### src/rtl/pciq_pkg.sv
`timescale 1ns / 1ps
// shared types and widths for the convex quad hit test
// no dependencies; imported by every module of the block
package pciq_pkg;

  // coordinate width of every input field
  localparam int COORD_BITS = 16;
  // width of a coordinate difference and of one cross product
  localparam int DIFF_BITS  = COORD_BITS + 1;
  localparam int PROD_BITS  = 2 * DIFF_BITS;

  typedef logic [1:0] corner_idx_t;

  typedef struct packed {
    logic signed [COORD_BITS-1:0] x;
    logic signed [COORD_BITS-1:0] y;
  } point_t;

  // the four corners of one word, index 0 in the low slot
  typedef point_t [3:0] quad_t;

  // named corners picked out of the quad
  typedef struct packed {
    corner_idx_t li;
    corner_idx_t ri;
    corner_idx_t ti;
    corner_idx_t bi;
  } corner_sel_t;

  // operands of one edge test
  typedef struct packed {
    logic signed [DIFF_BITS-1:0] dy;
    logic signed [DIFF_BITS-1:0] t;
    logic signed [DIFF_BITS-1:0] e;
    logic signed [DIFF_BITS-1:0] dx;
  } edge_op_t;

  // outcome of one edge test, both false on a zero-width edge
  typedef struct packed {
    logic gt;
    logic lt;
  } side_t;

endpackage

### src/rtl/pciq_rank.sv
`timescale 1ns / 1ps
// two pipeline stages that rank the corners: leftmost/rightmost, then top/bottom
// depends on pciq_pkg
module pciq_rank
  import pciq_pkg::*;
(
  input  logic        clk_i,
  input  logic        rst_ni,
  input  logic        valid_i,
  input  quad_t       quad_i,
  input  point_t      query_i,
  output logic        valid_o,
  output quad_t       quad_o,
  output point_t      query_o,
  output corner_sel_t sel_o
);

  logic        v1_q, v2_q;
  quad_t       quad1_q, quad2_q;
  point_t      query1_q, query2_q;
  corner_idx_t li_d, ri_d, li_q, ri_q;
  corner_idx_t ti_d, bi_d;
  corner_sel_t sel_q;

  // leftmost and rightmost with their tie rules
  always_comb begin
    li_d = '0;
    ri_d = '0;
    for (int i = 1; i < 4; i++) begin
      if (quad_i[i].x < quad_i[li_d].x ||
          (quad_i[i].x == quad_i[li_d].x && quad_i[i].y > quad_i[li_d].y)) begin
        li_d = corner_idx_t'(i);
      end
      if (quad_i[i].x > quad_i[ri_d].x ||
          (quad_i[i].x == quad_i[ri_d].x && quad_i[i].y < quad_i[ri_d].y)) begin
        ri_d = corner_idx_t'(i);
      end
    end
  end

  // first least-y and first greatest-y among the remaining corners
  always_comb begin
    logic t_found;
    logic b_found;
    t_found = 1'b0;
    b_found = 1'b0;
    ti_d    = '0;
    bi_d    = '0;
    for (int i = 0; i < 4; i++) begin
      if (corner_idx_t'(i) != li_q && corner_idx_t'(i) != ri_q) begin
        if (!t_found || quad1_q[i].y < quad1_q[ti_d].y) begin
          ti_d = corner_idx_t'(i);
        end
        if (!b_found || quad1_q[i].y > quad1_q[bi_d].y) begin
          bi_d = corner_idx_t'(i);
        end
        t_found = 1'b1;
        b_found = 1'b1;
      end
    end
  end

  // valid bits
  always_ff @(posedge clk_i or negedge rst_ni) begin
    if (!rst_ni) begin
      v1_q <= 1'b0;
      v2_q <= 1'b0;
    end else begin
      v1_q <= valid_i;
      v2_q <= v1_q;
    end
  end

  // payload
  always_ff @(posedge clk_i) begin
    quad1_q  <= quad_i;
    query1_q <= query_i;
    li_q     <= li_d;
    ri_q     <= ri_d;
    quad2_q  <= quad1_q;
    query2_q <= query1_q;
    sel_q    <= '{li: li_q, ri: ri_q, ti: ti_d, bi: bi_d};
  end

  assign valid_o = v2_q;
  assign quad_o  = quad2_q;
  assign query_o = query2_q;
  assign sel_o   = sel_q;

  // top and bottom never reuse the leftmost or rightmost corner
  a_top_distinct: assert property (@(posedge clk_i) disable iff (!rst_ni)
    v2_q |-> (sel_q.ti != sel_q.li && sel_q.ti != sel_q.ri))
    else $error("top corner collides with an extreme corner");
  a_bot_distinct: assert property (@(posedge clk_i) disable iff (!rst_ni)
    v2_q |-> (sel_q.bi != sel_q.li && sel_q.bi != sel_q.ri))
    else $error("bottom corner collides with an extreme corner");
  a_v2_follows: assert property (@(posedge clk_i) disable iff (!rst_ni)
    v2_q |-> $past(valid_i, 2))
    else $error("rank stage valid without an input word");

endmodule

### config.mk
export PLATFORM = sky130hd
export DESIGN_NAME = pciq_rank
export DESIGN_NICKNAME = d
export VERILOG_FILES = /design/src/rtl/pciq_pkg.sv /design/src/rtl/pciq_rank.sv
export SDC_FILE = /design/constraint.sdc
export NUM_CORES = 1
export LEC_CHECK = 0
export BUFFER_PORTS_ARGS = -buffer_cell sky130_fd_sc_hd__buf_2
export CORE_ASPECT_RATIO = 1.25
export CORE_MARGIN = 2
export CORE_UTILIZATION = 45
export CTS_CLUSTER_DIAMETER = 200
export DETAILED_ROUTE_END_ITERATION = 12
export PLACE_DENSITY = 0.74
export SYNTH_ARGS = -nofsm -noshare
export SYNTH_HDL_FRONTEND = slang
export SYNTH_SLANG_ARGS = --single-unit
### constraint.sdc
create_clock -name clk_i -period 17.8 [get_ports clk_i]
set_input_delay 2.67 -clock clk_i [delete_from_list [all_inputs] [get_ports clk_i]]
set_output_delay 2.67 -clock clk_i [all_outputs]
set_load 0.005 [all_outputs]
==> reports/qor.csv <==
metric,value,unit
outcome,"complete, no violations",
yosysTopAreaCellShare,43.65,%
fmax,93.73,MHz
r2r_start,quad1_q[13],
grt_pass1_wl,67.93,mm
skew,15.86,ps
clk_pin_slew,70,ps
hold_viol,0,
r2r_end,sel_o[2],
drc_errors,0,
seq_area_frac_synth,43.98,%
synth-async-reset-ratio,0.5988,%
cts_hold_buf,0,
cts_buffers,34,
core,33500,sq um
htree_levels,2,
cts_buffer_depth,3,
reg2reg_slack,10010,ps
muxShareOfSynthArea,12.60,%
cap_violations,0,
synth-main-ff-cell,dfxtp_1,
period_share,59.94,%
cts_tree,yes,
place_congestion,0.9664,
postCtsResizedCells,0,
start_kind,input port,
yosys.cell_types.count,65,
synth_top_family_by_area,adder cells,
die_area,35330,sq um
synth_nets,1805,
grt_pass1_vias,12370,
viasPerCell,5.513,
yosys.area_share.simple,8.185,%
max_stage_delay,860,ps
synth_edf_count,0,
min_path_cells,0,
finalWirelength,44.79,mm
worstSkewPairLatency,540,ps
cts_sinks,334,
drive_above_1_share,28.27,%
vdd_drop_max,0.08242,mV
initial_core_util,45.45,%
slew_headroom,34.74,%
area_growth,21.93,%
overflow,0,
path_class,in -> reg,
num_io_pins,332,
final_max_slew_viol_count,0,
rsz0062_at_grt,no,
die_x,168.5,um
track_usage,24.84,%
path_depth,28,
synth-compound-area-share,11.95,%
fin_setup_tns,0,ps
syn_inst,1406,
required,18260,ps
cts-root-buf,clkbuf_16,
synthTopCellsByArea,"dfxtp_1 44%, ha_1 19%, mux2_2 6.4%, mux2i_1 5.3%, inv_1 3.0%",
drtIter0Drc,630,
yosys_register_bits,334,
worst_path_max_delay_cell,nor3_2,
p_leak,0.009108,uW
synth-xor-area-share,0.1150,%
cp-endpoint,ri_q[0],
synth_fa_ha_area_share,19.39,%
cp_max_fo,26,
cp.arrival,11120,ps
cp_top_family,simple AND/OR/NAND/NOR gates,
antenna_found_initial,8,
layout.nets,2152,
r2r_cells,30,
dp_hpwl,36.61,mm
tightest_slew,973.5,ps
num_rows,75,
finalCriticalPeriod,10670,ps
worstSetupStartpoint,quad_i[31],
crit_buf_inv,4,
finalSetupViolCount,0,
vias,12170,
drt_first_pass_iters,7,
critical_path.endpoint_type,flip-flop,
syn_area,15230,sq um
yosys.area.top_type,dfxtp_1,
power_density,125.6,nW/um^2
post_cts_buffers,0,
io_buffers,331,
wl_per_cell,20.28,um
cpMostUsedCell,ha_1,
hp-class,reg -> reg,
fill_cells,2888,
synth_warnings,0,
final_cells,2208,
dp.cells,2140,
ant_nets,0,
avgSynthCellArea,10.83,sq um
fp.dieH,209.7,um
grt_max_degree,33,
[worst reg2reg max path, delay by kind of cell (launching register included)]
family                     cells  cell delay (ps)
muxes                          2              730
DFF                            1              400
and+or+nand+nor                8             1340
buffers and inverters          2              420
AOI/OAI and AO/OA             15             3880
adders and majority gates      3              940
[cell usage after synthesis (all sizes together) (3+ instances only)]
| library cell | count |
|---|---|
| dfxtp | 332 |
| ha | 236 |
| inv | 121 |
| mux2 | 98 |
| nor2 | 84 |
| mux2i | 81 |
| a21oi | 57 |
| nand4 | 39 |
| a21o | 37 |
| a221oi | 36 |
| nand2 | 36 |
| o21ai | 32 |
| clkbuf | 21 |
| nand3 | 18 |
| nor2b | 16 |
| nor3 | 15 |
| o21a | 15 |
| o211ai | 12 |
| a211oi | 10 |
| nand2b | 9 |
| buf | 8 |
| nor4 | 8 |
| a211o | 6 |
| o22ai | 6 |
| or2 | 6 |
| a2111oi | 5 |
| a31oi | 5 |
| and4 | 5 |
| o21bai | 5 |
| and3 | 4 |
| o31ai | 4 |
| a31o | 3 |
| or3 | 3 |
[power breakdown]
part	switching [uW]	internal, uW	leakage [uW]
combinational	420	361	0.00572
sequential	31.3	799	0.00282
clock	301	420	0.000560
[cell families after synthesis]
| family | after synthesis |
|---|---|
| buf+inv | 150 |
| xor+xnor | 2 |
| mux | 179 |
| compound gates | 255 |
| flops | 334 |
| fa+ha+maj | 236 |
| simple gates | 250 |
[layer usage]
layer / track usage (%) / vias up / wire length, um
li1: - / 5836 / -
met1: 27.41 / 5752 / 17370
met2: 45.61 / 471 / 22640
met3: 4.545 / 112 / 2775
met4: 12.19 / 2 / 1986
met5: 0 / - / 13
[placed cells by master (no fill, tap or decap), types with 6 or more instances in the layout]
master,instances
dfxtp_1,332
buf_2,331
ha_1,236
inv_1,121
mux2_2,87
nor2_1,83
mux2i_1,81
a21oi_1,57
nand4_1,39
a21o_1,37
nand2_1,36
a221oi_1,36
clkbuf_16,34
o21ai_0,29
nand3_1,18
nor2b_1,16
o21a_1,15
nor3_1,14
o211ai_1,12
a211oi_1,10
mux2_1,10
nand2b_1,9
buf_4,9
nor4_1,8
diode_2,6
a211o_1,6
[sequential cells by signal, indices dropped and copies added, names as in the netlist]
name and cells:
quad1_q 128, quad_o 128, query1_q 32, query_o 32, sel_o 8, li_q 2, ri_q 2, v1_q 1
valid_o 1
[how the worst min path moves through the flow]
stage,start,to
after CTS,quad1_q[93],quad_o[93]
after detailed placement,quad1_q[113],quad_o[113]
final,quad1_q[93],quad_o[93]
after floorplan,quad1_q[112],quad_o[112]
after global placement,query1_q[20],query_o[20]
after global routing,quad1_q[83],quad_o[83]
[stage by stage]
step	power, uW	worst slack, ps	utilization [%]	hold WS (ps)	instance area [sq um]
final	2332	7131	55.42	315.5	18570
after floorplan	1374	8434	-	309.6	15230
after global placement	1602	7051	51.96	309.6	17410
after detailed placement	1620	6718	51.96	312.1	17410
after CTS	2340	7257	55.37	316.0	18550
after global routing	2464	6548	55.41	323.5	18560
[cell type report]
class	count	area (sq um)	area share, %
clock buffers	43	924.6	4.980
repair buffers	340	1724	9.287
well taps	423	529.3	2.851
flip-flops and latches	334	6696	36.07
diodes	6	15.01	0.08087
clock inverters	19	219.0	1.179
inverters	121	454.2	2.446
multi-input cells	922	8003	43.11
(Power assumes the default switching activity.)
